[src/sv/bttab_pkg.sv]
`default_nettype none
package bttab_pkg;

  localparam int NUM_SLOTS = 16;

  localparam int ID_W      = 16;
  localparam int TEMP_W    = 7;
  localparam int SLOT_W    = 5;
  localparam int BCNT_W    = 5;
  localparam int CFG_IDX_W = 2;
  localparam int CFG_DAT_W = 7;
  localparam int OUT_T_W   = 8;

  // Count of active slots, 0..NUM_SLOTS.
  localparam int CNT_W = $clog2(NUM_SLOTS + 1);
  // Width that holds both a slot number and the board_count register.
  localparam int CMP_W = (CNT_W > BCNT_W) ? CNT_W : BCNT_W;
  // Sum of up to NUM_SLOTS temperatures.
  localparam int SUM_W = TEMP_W + CNT_W;
  localparam int DIV_CNT_W = $clog2(SUM_W + 1);

  localparam int IN_TDATA_W  = 56;
  localparam int IN_TUSER_W  = 2;
  localparam int OUT_TDATA_W = 16;

  localparam logic [OUT_T_W-1:0] NOT_FOUND_TEMP = 8'hFF;

  localparam logic [CFG_IDX_W-1:0] CFG_BOARD_COUNT = 2'd0;
  localparam logic [CFG_IDX_W-1:0] CFG_LOW_WARN    = 2'd1;
  localparam logic [CFG_IDX_W-1:0] CFG_HIGH_WARN   = 2'd2;

  typedef enum logic [1:0] {
    ACT_RECORD  = 2'd0,
    ACT_LOOKUP  = 2'd1,
    ACT_AVERAGE = 2'd2
  } action_t;

  typedef enum logic [3:0] {
    S_IDLE = 4'b0001,
    S_SCAN = 4'b0010,
    S_DIV  = 4'b0100,
    S_DONE = 4'b1000
  } state_t;

  // Token that walks the cell chain for a lookup or an average.
  typedef struct packed {
    logic              valid;
    logic              is_avg;
    logic [ID_W-1:0]   want;
    logic [CNT_W-1:0]  rem;
    logic              found;
    logic [TEMP_W-1:0] temp;
    logic [SUM_W-1:0]  sum;
  } tok_t;

endpackage
`default_nettype wire

[src/sv/board_temperature_table_top.sv]
`default_nettype none
// Board temperature table. Each transaction on the input stream gives exactly one
// result transaction. A record writes the id and temperature of a slot held in a
// chain of NUM_SLOTS cells and passes from S_IDLE through S_DONE to the output
// register. A lookup or an average sends a token down the cell chain, one cell per
// cycle; a lookup then goes through S_DONE to the output register, and an average
// first runs a bit-serial divider in S_DIV. A stalled output holds the result in
// S_DONE until the output register is free. One item is in work at a time; the next
// one is taken as soon as the result has moved to the output register. The table is
// all zero after reset; configuration writes are always accepted and must happen
// only while the block is idle.
module board_temperature_table_top (
  input  logic                                 clk,
  input  logic                                 rst_n,
  input  logic                                 in_tvalid,
  output logic                                 in_tready,
  // [4:0] slot, [36:5] sensor_word, [52:37] board_id, [55:53] zero
  input  logic [bttab_pkg::IN_TDATA_W-1:0]     in_tdata,
  // [1:0] action
  input  logic [bttab_pkg::IN_TUSER_W-1:0]     in_tuser,
  output logic                                 out_tvalid,
  input  logic                                 out_tready,
  // [7:0] temperature, [8] found, [9] warning, [15:10] zero
  output logic [bttab_pkg::OUT_TDATA_W-1:0]    out_tdata,
  input  logic                                 cfg_valid,
  output logic                                 cfg_ready,
  input  logic [bttab_pkg::CFG_IDX_W-1:0]      cfg_index,
  input  logic [bttab_pkg::CFG_DAT_W-1:0]      cfg_data
);
  import bttab_pkg::*;

  state_t             state_r, state_nxt;
  logic [BCNT_W-1:0]  board_count_r;
  logic [TEMP_W-1:0]  low_warn_r;
  logic [TEMP_W-1:0]  high_warn_r;
  logic [CNT_W-1:0]   n_r, n_nxt;
  logic [CNT_W-1:0]   n_cur;
  logic [OUT_T_W-1:0] res_temp_r, res_temp_nxt;
  logic               res_found_r, res_found_nxt;
  logic               res_warn_r, res_warn_nxt;
  logic               out_valid_r, out_valid_nxt;
  logic [OUT_T_W-1:0] out_temp_r, out_temp_nxt;
  logic               out_found_r, out_found_nxt;
  logic               out_warn_r, out_warn_nxt;

  logic               in_acc;
  action_t            act;
  logic [SLOT_W-1:0]  in_slot;
  logic [31:0]        in_word;
  logic [ID_W-1:0]    in_board_id;
  logic [TEMP_W-1:0]  rec_temp;
  logic               rec_warn;
  logic [NUM_SLOTS-1:0] wr_en;
  tok_t               chain [NUM_SLOTS+1];
  tok_t               tok_last;
  logic               div_start;
  logic               div_done;
  logic [SUM_W-1:0]   div_quot;

  assign in_slot     = in_tdata[4:0];
  assign in_word     = in_tdata[36:5];
  assign in_board_id = in_tdata[52:37];
  assign act         = action_t'(in_tuser);
  assign in_tready   = (state_r == S_IDLE);
  assign in_acc      = in_tvalid && in_tready;
  assign cfg_ready   = 1'b1;

  assign rec_temp = in_word[TEMP_W-1:0];
  assign rec_warn = (rec_temp < low_warn_r) || (rec_temp > high_warn_r);

  // A board_count above the table size covers the whole table.
  assign n_cur = (CMP_W'(board_count_r) > CMP_W'(NUM_SLOTS)) ? CNT_W'(NUM_SLOTS)
                                                              : CNT_W'(board_count_r);

  always_ff @(posedge clk) begin
    if (!rst_n) begin
      board_count_r <= BCNT_W'(1);
      low_warn_r    <= '0;
      high_warn_r   <= TEMP_W'(127);
    end else if (cfg_valid && cfg_ready) begin
      unique case (cfg_index)
        CFG_BOARD_COUNT: board_count_r <= cfg_data[BCNT_W-1:0];
        CFG_LOW_WARN:    low_warn_r    <= cfg_data[TEMP_W-1:0];
        CFG_HIGH_WARN:   high_warn_r   <= cfg_data[TEMP_W-1:0];
        default: ;
      endcase
    end
  end

  always_comb begin
    chain[0]        = '0;
    chain[0].valid  = in_acc && ((act == ACT_LOOKUP) || (act == ACT_AVERAGE));
    chain[0].is_avg = (act == ACT_AVERAGE);
    chain[0].want   = in_board_id;
    chain[0].rem    = n_cur;
  end

  // Slot numbers run from one; slot zero and slots past the table write nothing.
  for (genvar k = 0; k < NUM_SLOTS; k++) begin : g_cell
    assign wr_en[k] = in_acc && (act == ACT_RECORD) && (CMP_W'(in_slot) == CMP_W'(k + 1));

    bttab_cell u_cell (
      .clk     (clk),
      .rst_n   (rst_n),
      .wr_en   (wr_en[k]),
      .wr_id   (in_word[31:16]),
      .wr_temp (rec_temp),
      .tok_in  (chain[k]),
      .tok_out (chain[k+1])
    );
  end

  assign tok_last  = chain[NUM_SLOTS];
  assign div_start = (state_r == S_SCAN) && tok_last.valid && tok_last.is_avg;

  bttab_div u_div (
    .clk      (clk),
    .rst_n    (rst_n),
    .start    (div_start),
    .dividend (tok_last.sum),
    .divisor  (n_r),
    .done     (div_done),
    .quot     (div_quot)
  );

  always_comb begin
    state_nxt     = state_r;
    n_nxt         = n_r;
    res_temp_nxt  = res_temp_r;
    res_found_nxt = res_found_r;
    res_warn_nxt  = res_warn_r;
    out_valid_nxt = out_valid_r;
    out_temp_nxt  = out_temp_r;
    out_found_nxt = out_found_r;
    out_warn_nxt  = out_warn_r;
    if (out_valid_r && out_tready) begin
      out_valid_nxt = 1'b0;
    end
    unique case (state_r)
      S_IDLE: begin
        if (in_acc) begin
          n_nxt         = n_cur;
          res_temp_nxt  = '0;
          res_found_nxt = 1'b0;
          res_warn_nxt  = 1'b0;
          unique case (act)
            ACT_RECORD: begin
              res_warn_nxt = rec_warn;
              state_nxt    = S_DONE;
            end
            ACT_LOOKUP, ACT_AVERAGE: begin
              state_nxt = S_SCAN;
            end
            default: begin
              state_nxt = S_DONE;
            end
          endcase
        end
      end
      S_SCAN: begin
        if (tok_last.valid) begin
          if (tok_last.is_avg) begin
            state_nxt = S_DIV;
          end else begin
            res_temp_nxt  = tok_last.found ? {1'b0, tok_last.temp} : NOT_FOUND_TEMP;
            res_found_nxt = tok_last.found;
            state_nxt     = S_DONE;
          end
        end
      end
      S_DIV: begin
        if (div_done) begin
          res_temp_nxt  = (n_r == '0) ? '0 : {1'b0, div_quot[TEMP_W-1:0]};
          res_found_nxt = 1'b1;
          state_nxt     = S_DONE;
        end
      end
      S_DONE: begin
        if (!out_valid_r || out_tready) begin
          out_valid_nxt = 1'b1;
          out_temp_nxt  = res_temp_r;
          out_found_nxt = res_found_r;
          out_warn_nxt  = res_warn_r;
          state_nxt     = S_IDLE;
        end
      end
      default: begin
        state_nxt = S_IDLE;
      end
    endcase
  end

  always_ff @(posedge clk) begin
    if (!rst_n) begin
      state_r     <= S_IDLE;
      out_valid_r <= 1'b0;
    end else begin
      state_r     <= state_nxt;
      out_valid_r <= out_valid_nxt;
    end
  end

  always_ff @(posedge clk) begin
    n_r         <= n_nxt;
    res_temp_r  <= res_temp_nxt;
    res_found_r <= res_found_nxt;
    res_warn_r  <= res_warn_nxt;
    out_temp_r  <= out_temp_nxt;
    out_found_r <= out_found_nxt;
    out_warn_r  <= out_warn_nxt;
  end

  assign out_tvalid = out_valid_r;
  assign out_tdata  = {6'd0, out_warn_r, out_found_r, out_temp_r};

  a_token_in_scan: assert property (@(posedge clk) disable iff (!rst_n)
    tok_last.valid |-> (state_r == S_SCAN))
    else $error("token left the cell chain outside a scan");

  a_accept_leaves_idle: assert property (@(posedge clk) disable iff (!rst_n)
    in_acc |=> (state_r != S_IDLE))
    else $error("accepted item did not start work");

  a_found_no_warn: assert property (@(posedge clk) disable iff (!rst_n)
    out_valid_r |-> !(out_found_r && out_warn_r))
    else $error("result carries both found and warning");

  a_miss_code: assert property (@(posedge clk) disable iff (!rst_n)
    (out_valid_r && !out_found_r && !out_warn_r && (out_temp_r != '0))
      |-> (out_temp_r == NOT_FOUND_TEMP))
    else $error("failed lookup with wrong temperature code");

endmodule
`default_nettype wire

[src/sv/bttab_cell.sv]
`default_nettype none
module bttab_cell (
  input  logic                         clk,
  input  logic                         rst_n,
  input  logic                         wr_en,
  input  logic [bttab_pkg::ID_W-1:0]   wr_id,
  input  logic [bttab_pkg::TEMP_W-1:0] wr_temp,
  input  bttab_pkg::tok_t              tok_in,
  output bttab_pkg::tok_t              tok_out
);
  import bttab_pkg::*;

  logic [ID_W-1:0]   id_r;
  logic [TEMP_W-1:0] temp_r;
  tok_t              tok_r;
  tok_t              tok_nxt;
  logic              active;

  always_ff @(posedge clk) begin
    if (!rst_n) begin
      id_r   <= '0;
      temp_r <= '0;
    end else if (wr_en) begin
      id_r   <= wr_id;
      temp_r <= wr_temp;
    end
  end

  // The remaining count tells the cell whether its slot lies within board_count.
  always_comb begin
    tok_nxt = tok_in;
    active  = (tok_in.rem != '0);
    if (active) begin
      tok_nxt.rem = tok_in.rem - 1'b1;
    end
    if (active && !tok_in.is_avg && !tok_in.found && (id_r == tok_in.want)) begin
      tok_nxt.found = 1'b1;
      tok_nxt.temp  = temp_r;
    end
    if (active && tok_in.is_avg) begin
      tok_nxt.sum = tok_in.sum + SUM_W'(temp_r);
    end
  end

  always_ff @(posedge clk) begin
    if (!rst_n) begin
      tok_r <= '0;
    end else begin
      tok_r <= tok_nxt;
    end
  end

  assign tok_out = tok_r;

endmodule
`default_nettype wire

[src/sv/bttab_div.sv]
`default_nettype none
module bttab_div (
  input  logic                        clk,
  input  logic                        rst_n,
  input  logic                        start,
  input  logic [bttab_pkg::SUM_W-1:0] dividend,
  input  logic [bttab_pkg::CNT_W-1:0] divisor,
  output logic                        done,
  output logic [bttab_pkg::SUM_W-1:0] quot
);
  import bttab_pkg::*;

  logic                 busy_r, busy_nxt;
  logic                 done_r, done_nxt;
  logic [DIV_CNT_W-1:0] cnt_r, cnt_nxt;
  logic [CNT_W-1:0]     rem_r, rem_nxt;
  logic [SUM_W-1:0]     quo_r, quo_nxt;
  logic [CNT_W-1:0]     dvs_r, dvs_nxt;
  logic [CNT_W:0]       rem_sh;
  logic [CNT_W:0]       diff;
  logic                 ge;

  // Restoring division, one quotient bit per cycle.
  assign rem_sh = {rem_r, quo_r[SUM_W-1]};
  assign ge     = (rem_sh >= {1'b0, dvs_r});
  assign diff   = rem_sh - {1'b0, dvs_r};

  always_comb begin
    busy_nxt = busy_r;
    done_nxt = 1'b0;
    cnt_nxt  = cnt_r;
    rem_nxt  = rem_r;
    quo_nxt  = quo_r;
    dvs_nxt  = dvs_r;
    if (start) begin
      busy_nxt = 1'b1;
      cnt_nxt  = DIV_CNT_W'(SUM_W);
      rem_nxt  = '0;
      quo_nxt  = dividend;
      dvs_nxt  = divisor;
    end else if (busy_r) begin
      rem_nxt = ge ? diff[CNT_W-1:0] : rem_sh[CNT_W-1:0];
      quo_nxt = {quo_r[SUM_W-2:0], ge};
      cnt_nxt = cnt_r - 1'b1;
      if (cnt_r == DIV_CNT_W'(1)) begin
        busy_nxt = 1'b0;
        done_nxt = 1'b1;
      end
    end
  end

  always_ff @(posedge clk) begin
    if (!rst_n) begin
      busy_r <= 1'b0;
      done_r <= 1'b0;
      cnt_r  <= '0;
    end else begin
      busy_r <= busy_nxt;
      done_r <= done_nxt;
      cnt_r  <= cnt_nxt;
    end
  end

  always_ff @(posedge clk) begin
    rem_r <= rem_nxt;
    quo_r <= quo_nxt;
    dvs_r <= dvs_nxt;
  end

  assign done = done_r;
  assign quot = quo_r;

  a_start_idle: assert property (@(posedge clk) disable iff (!rst_n)
    start |-> !busy_r)
    else $error("divider started while busy");

  a_done_after_busy: assert property (@(posedge clk) disable iff (!rst_n)
    done_r |-> !busy_r && $past(busy_r))
    else $error("divider done without a finished run");

endmodule
`default_nettype wire
[config.mk]
export PLATFORM = sky130hd
export DESIGN_NAME = board_temperature_table_top
export DESIGN_NICKNAME = d
export VERILOG_FILES = /design/src/sv/bttab_pkg.sv /design/src/sv/board_temperature_table_top.sv /design/src/sv/bttab_cell.sv /design/src/sv/bttab_div.sv
export SDC_FILE = /design/constraint.sdc
export NUM_CORES = 2
export LEC_CHECK = 0
export BUFFER_PORTS_ARGS = -buffer_cell sky130_fd_sc_hd__buf_2
export CAP_MARGIN = 20
export CORE_MARGIN = 10
export CORE_UTILIZATION = 42
export DETAILED_ROUTE_END_ITERATION = 12
export HOLD_SLACK_MARGIN = 0.06
export PLACE_DENSITY_LB_ADDON = 0.1
export SLEW_MARGIN = 20
export SYNTH_ARGS = -nofsm -noshare
export SYNTH_HDL_FRONTEND = slang
export SYNTH_SLANG_ARGS = --single-unit
[constraint.sdc]
create_clock -name clk -period 7 [get_ports clk]
set_clock_uncertainty 0.2 [all_clocks]
set_input_delay 0.35 -clock clk [delete_from_list [all_inputs] [get_ports clk]]
set_output_delay 0.35 -clock clk [all_outputs]
set_load 0.01 [all_outputs]
# After elaboration in Yosys (flattened, before gate mapping)
# Index checks and enable logic that the tools add are counted.
# W data, S select, Z words.
# totals
ff_bits	1112
latchBits	0
mem_bits_rw	0
rom_bits	0
in_bits	72
output_inout_bits	19
elab_cells	477
memories	0
# op_classes
addsub	32
n_mul	0
div_mod_pow	0
order_cmp	4
eq_ne	46
shift	0
n_mux	78
bitwise	2
reduce_logical	153
# ops
operator	n
$eq A16 B16 Y1	16
$mux W12	17
$add A12 B7 Y12	15
$mux W8	21
$logic_and A1 B1 Y1	85
$mux W5	17
$reduce_bool A5 Y1	16
$sub A5 B1 Y5 const B	15
$eq A5 B4 Y1 const B	8
$logic_not A1 Y1	32
$mux W4	8
$pmux W8 S3	1
$eq A5 B3 Y1 const B	4
$pmux W4 S4	1
$reduce_and A2 Y1	7
$mux W1	11
$eq A5 B2 Y1 const B	2
$eq A4 B1 Y1 const B	2
$gt A7 B7 Y1	1
$lt A7 B7 Y1	1
$mux W7	1
$ge A6 B5 Y1	1
$ne A2 B1 Y1 const B	3
$eq A5 B1 Y1 const B	1
21 further kinds	29

# Depth between registers and ports, before layout
# depth
ltp_word	6
ltp_mapped	9
mapped_depth_nobuf	8

# Modules after synthesis
# From an unflattened synthesis, not the netlist that was laid out.
# unflattened
hier_cells	4980
hier_area_um2	49957.9
# by_module_without_submodules
mod	n_inst	cells_per_inst	area_per_inst_um2	seq_area_each_um2
bttab_cell (g_cell[0].u_cell ...)	11	289	2892.8	1321.3
bttab_cell (g_cell[5].u_cell ...)	5	286	2821.5	1321.3
board_temperature_table_top	1	255	2683.8	1231.2
bttab_div	1	116	1346.3	730.7

# Worst setup path before layout
# No wires, ideal clock.
# synth_timing
path_kind	reg2reg
start	register state_r[0]
end	register u_div.dvs_r[0] (enable)
setup_time_ns	0.366
arrival_time_ns	1.825
required_time_ns	6.434
path_slack_ns	4.609
path_stages_with_launch	6
n_path_buf	2
synth_period_minus_slack_ns	2.391
path_cell_list	dfxtp_1 > clkbuf_1 > nor4b_2 > nand3_1 > clkinv_1 > buf_1
# synth_via
elab_chain_cells	3
# synth_lines
item	line	source
start: declaration	board_temperature_table_top.sv:32	state_t state_r, state_nxt;
start signal: assignment	board_temperature_table_top.sv:198	state_r <= state_nxt;
$eq A4 B2 Y1	board_temperature_table_top.sv:114	assign div_start = (state_r == S_SCAN) && tok_last.valid && tok_last.is_avg;
$logic_and A1 B1 Y1 (2 in a row)	board_temperature_table_top.sv:114	
named net div_start	board_temperature_table_top.sv:56	logic div_start;
end signal: assignment	bttab_div.sv:67	dvs_r <= dvs_nxt;
end: declaration	bttab_div.sv:18	logic [CNT_W-1:0] dvs_r, dvs_nxt;
# The timed path passes the listed nets, and every way through them passes these cells.
# A chain may end at the register's enable or synchronous reset.

# Worst setup path after layout
# layout_timing
start	register state_r[1]
end	register u_div.quo_r[4] (netlist: u_div.quot[4]) (enable)
# layout_via
elab_chain_cells	4
# layout_lines
item	line	source
$eq A4 B2 Y1	board_temperature_table_top.sv:114	
$logic_and A1 B1 Y1 (2 in a row)	board_temperature_table_top.sv:114	
$reduce_bool A2 Y1 (no source line)	-	
end signal: assignment	bttab_div.sv:66	quo_r <= quo_nxt;
end: declaration	bttab_div.sv:17	logic [SUM_W-1:0] quo_r, quo_nxt;
# No other way between the ends.

==> PnR_summary.wiki <==
{| class="wikitable"
! Metric !! Value
|-
| Result of the run || finished, final reports clean
|-
| Number of flops mapped to enable cells by yosys || 42
|-
| Proportion of synthesized chip area in sequential cells || 0.4844
|-
| Max Fclk || 0.2844 GHz
|-
| Area leader, netlist || sky130_fd_sc_hd__dfxtp_1
|-
| DIE HEIGHT || 351.7 µm
|-
| Per-cell routed wire length || 18.84 µm
|-
| Endpoints failing hold || 0
|-
| Effective utilization at floorplan || 0.4239
|-
| Worst-Margin Slew || 1.124 ns
|-
| RSZ-0062 raised after global routing || no
|-
| Critical path fanouts, max || 24
|-
| Most frequent standard cell in the layout excluding fill and tap cells || sky130_fd_sc_hd__dfxtp_1
|-
| First-pass GRT wire length || 189800 µm
|-
| Final weighted congestion in routability-driven placement || 0.8199
|-
| Number of unique standard cell types used by synthesis || 71
|-
| Clock tree from TritonCTS || built
|-
| Total gr overflow || 0
|-
| Total power consumption of the routed design || 15120 µW
|-
| Classification of the worst-slack hold path || in2reg
|-
| CP startpoint kind || flip-flop
|-
| Detailed placement HPWL || 82910 µm
|-
| Post-synthesis simple-gate area fraction || 0.2045
|-
| Fraction of synthesized cell area in xor and xnor cells || 0.06293
|-
| Final setup viols || 0
|-
| Post-Syn Area || 46210 µm²
|-
| Share of synthesized flip-flops with an asynchronous set or reset || 0
|-
| TNS Setup || 0 ns
|-
| Die width || 351.7 µm
|-
| Residual DRC count || 0
|-
| CTS Buffer Depth || 3
|-
| Prevailing post-synth register cell || sky130_fd_sc_hd__dfxtp_1
|-
| Tcrit/Tclk final || 0.5022
|-
| Dominant combinational cell family by area after synthesis || simple AND/OR/NAND/NOR gates
|-
| Proportion of layout cells with a drive suffix above 1 || 0.06780
|-
| Number of global-route vias before repair || 32264
|-
| Area share of fa/ha/maj cells after synthesis || 0.04944
|-
| Wire length after detailed routing || 122000 µm
|-
| Area of the die || 123700 µm²
|-
| Cell at the root of the clock tree || sky130_fd_sc_hd__clkbuf_16
|-
| Cell leakage power || 0.02142 µW
|-
| Portion of netlist area occupied by mux cells || 0.07281
|-
| P per Cell Area || 291.5 nW/µm²
|-
| Share of the synthesized area in compound gates (AO/OA/AOI/OAI) || 0.09041
|-
| Worst-path clk slew || 0.06 ns
|-
| Commonest cells after routing, fill and taps aside || sky130_fd_sc_hd__dfxtp_1, sky130_fd_sc_hd__nand2_1, sky130_fd_sc_hd__nor2_1
|-
| Count of H-tree levels built during CTS || 3
|-
| Number of buffers created by CTS || 116
|-
| Required arrival time at the worst endpoint || 7.13 ns
|-
| I/O Buffers || 71
|-
| Warning count from the yosys run || 0
|-
| Final worst path period need || 3.516 ns
|-
| Area growth, synth to finish || 12.24%
|-
| Pin count of the biggest net entering global routing || 182
|-
| Kind of capture point of the worst setup path || flip-flop
|-
| Number of antenna violations at the first check in global routing || 6
|-
| Core box area || 109000 µm²
|-
| WP data arrival || 3.64 ns
|-
| Number of instances in the synthesized netlist || 4952
|-
| Vias || 33228
|-
| Fill cell instance count of the final layout || 10533
|-
| Clock sink count || 1097
|-
| Number of antenna-violating nets in the routed design || 0
|-
| DR vias/cell || 5.133
|-
| Cell row count || 121
|-
| Initial DRC count || 2178
|-
| Worst ir drop on vdd || 0.1999 mV
|-
| Top area cells in the synthesized netlist || sky130_fd_sc_hd__dfxtp_1, sky130_fd_sc_hd__mux2i_1, sky130_fd_sc_hd__nand2_1
|-
| #FFs+latches synth || 1097
|-
| Overall Global Routing Usage || 0.1950
|-
| Slew HR || 0.2507
|-
| Iteration count of the initial detailed-routing pass || 5
|-
| Clock insertion delay at the later pin of the skew report || 0.71 ns
|-
| Final slew viol count || 0
|-
| Max-cap check violation count || 0
|-
| Top-level I/O count || 91
|-
| Portion of synthesized cell area occupied by the leading cell type || 0.4571
|-
| Mean instance size in the synthesized netlist || 9.331 µm²
|-
| Net total in the final layout || 5209
|-
| Category of the most critical setup path || reg2reg
|}
-- kinds of logic after synthesis --
kind of cell,Yosys count
fa+ha+maj,173
other cells,2
mux,336
flops,1097
simple gates,1953
compound gates,685
buf+inv,374
xor+xnor,332
-- metal layers --
| layer | GRT usage | wire length [µm] |
|---|---|---|
| met4 | 0.04040 | 2257 |
| met1 | 0.2676 | 58530 |
| met3 | 0.02464 | 4147 |
| met2 | 0.3269 | 57020 |
| met5 | 0 | 0 |
-- cells in the mapped netlist, types with 14 or more instances --
cell	count
sky130_fd_sc_hd__a211oi_1	53
sky130_fd_sc_hd__a21o_1	26
sky130_fd_sc_hd__a21oi_1	307
sky130_fd_sc_hd__and2_1	293
sky130_fd_sc_hd__and3_1	14
sky130_fd_sc_hd__buf_1	18
sky130_fd_sc_hd__buf_2	26
sky130_fd_sc_hd__buf_4	15
sky130_fd_sc_hd__buf_6	19
sky130_fd_sc_hd__clkbuf_1	186
sky130_fd_sc_hd__dfxtp_1	1055
sky130_fd_sc_hd__edfxtp_1	42
sky130_fd_sc_hd__fa_1	16
sky130_fd_sc_hd__ha_1	157
sky130_fd_sc_hd__inv_1	108
sky130_fd_sc_hd__mux2i_1	335
sky130_fd_sc_hd__nand2_1	737
sky130_fd_sc_hd__nand2b_1	29
sky130_fd_sc_hd__nand3_1	76
sky130_fd_sc_hd__nand4_1	38
sky130_fd_sc_hd__nor2_1	423
sky130_fd_sc_hd__nor2_2	17
sky130_fd_sc_hd__nor2b_1	34
sky130_fd_sc_hd__nor3_1	68
sky130_fd_sc_hd__nor4_1	54
sky130_fd_sc_hd__nor4b_1	20
sky130_fd_sc_hd__o211ai_1	30
sky130_fd_sc_hd__o21a_1	48
sky130_fd_sc_hd__o21ai_0	109
sky130_fd_sc_hd__o311ai_0	14
sky130_fd_sc_hd__o31a_1	14
sky130_fd_sc_hd__or3_1	53
sky130_fd_sc_hd__or4_1	38
sky130_fd_sc_hd__or4b_2	15
sky130_fd_sc_hd__xnor2_1	113
sky130_fd_sc_hd__xor2_1	219
-- state kept, by name, indices dropped and copies added (netlist names), 4 cells and up --
register and cells:
g_cell.u_cell.tok_out 652, g_cell.u_cell.id_r 256, g_cell.u_cell.temp_r 112, u_div.quot 12, out_temp_r 8, res_temp_r 8, high_warn_r 7, low_warn_r 7
board_count_r 5, n_r 5, u_div.dvs_r 5, u_div.rem_r 5, state_r 4, u_div.cnt_r 4
-- path summary, 6_finish.rpt --
| kind | depth (start not counted) | slack, ns | to | start |
|---|---|---|---|---|
| min | 3 | 0.1 | g_cell[3].u_cell.temp_r[3] | in_tdata[8] |
| max | 3 | 3.48 | u_div.quot[4] | state_r[1] |
| min reg2reg | 0 | 0.22 | out_temp_r[3] | res_temp_r[3] |
| max reg2reg | 3 | 3.48 | u_div.quot[4] | state_r[1] |
-- power breakdown --
part	switching, µW	total, µW	internal, µW
clock network	2560	6260	3700
registers	226	6770	6540
logic	1280	2090	806
total	4070	15100	11000
-- critical path: stages (launching register included) --
cell and delay, ns:
sky130_fd_sc_hd__dfxtp_1 0.53, sky130_fd_sc_hd__nor4b_2 0.80, sky130_fd_sc_hd__nand3_1 0.82, sky130_fd_sc_hd__nand2b_1 0.80
-- through the flow --
step	utilization	instance area [µm²]	hold slack (ns)	instances	worst slack (ns)
6_report	0.4758	51860	0.09928	6474	3.484
5_1_grt	0.4758	51860	0.06139	6473	3.225
2_1_floorplan	-	46230	0.2003	4957	4.609
4_1_cts	0.4757	51850	0.06549	6472	3.463
3_5_place_dp	0.4350	47410	0.2070	6208	3.441
3_3_place_gp	0.4350	47410	0.2040	6208	3.428
-- timing repair --
action | in CTS | in global routing
hold endpoints to repair | 272 | 1
setup buffers | 0 | 0
resized for setup | 0 | 0
hold buffers | 51 | 1
-- area by class of cell --
cell class / instances / area, µm² / area share
well taps: 1414 / 1769 / 0.03411
multi-input cells: 3486 / 22230 / 0.4285
flip-flops and latches: 1097 / 22380 / 0.4315
clock buffers: 167 / 3397 / 0.06550
inverters: 110 / 420.4 / 0.008106
clock inverters: 46 / 533.0 / 0.01028
repair buffers: 153 / 1136 / 0.02190
diodes: 1 / 2.502 / 0.00004825
Note: power is estimated with default switching activity, not from simulation.
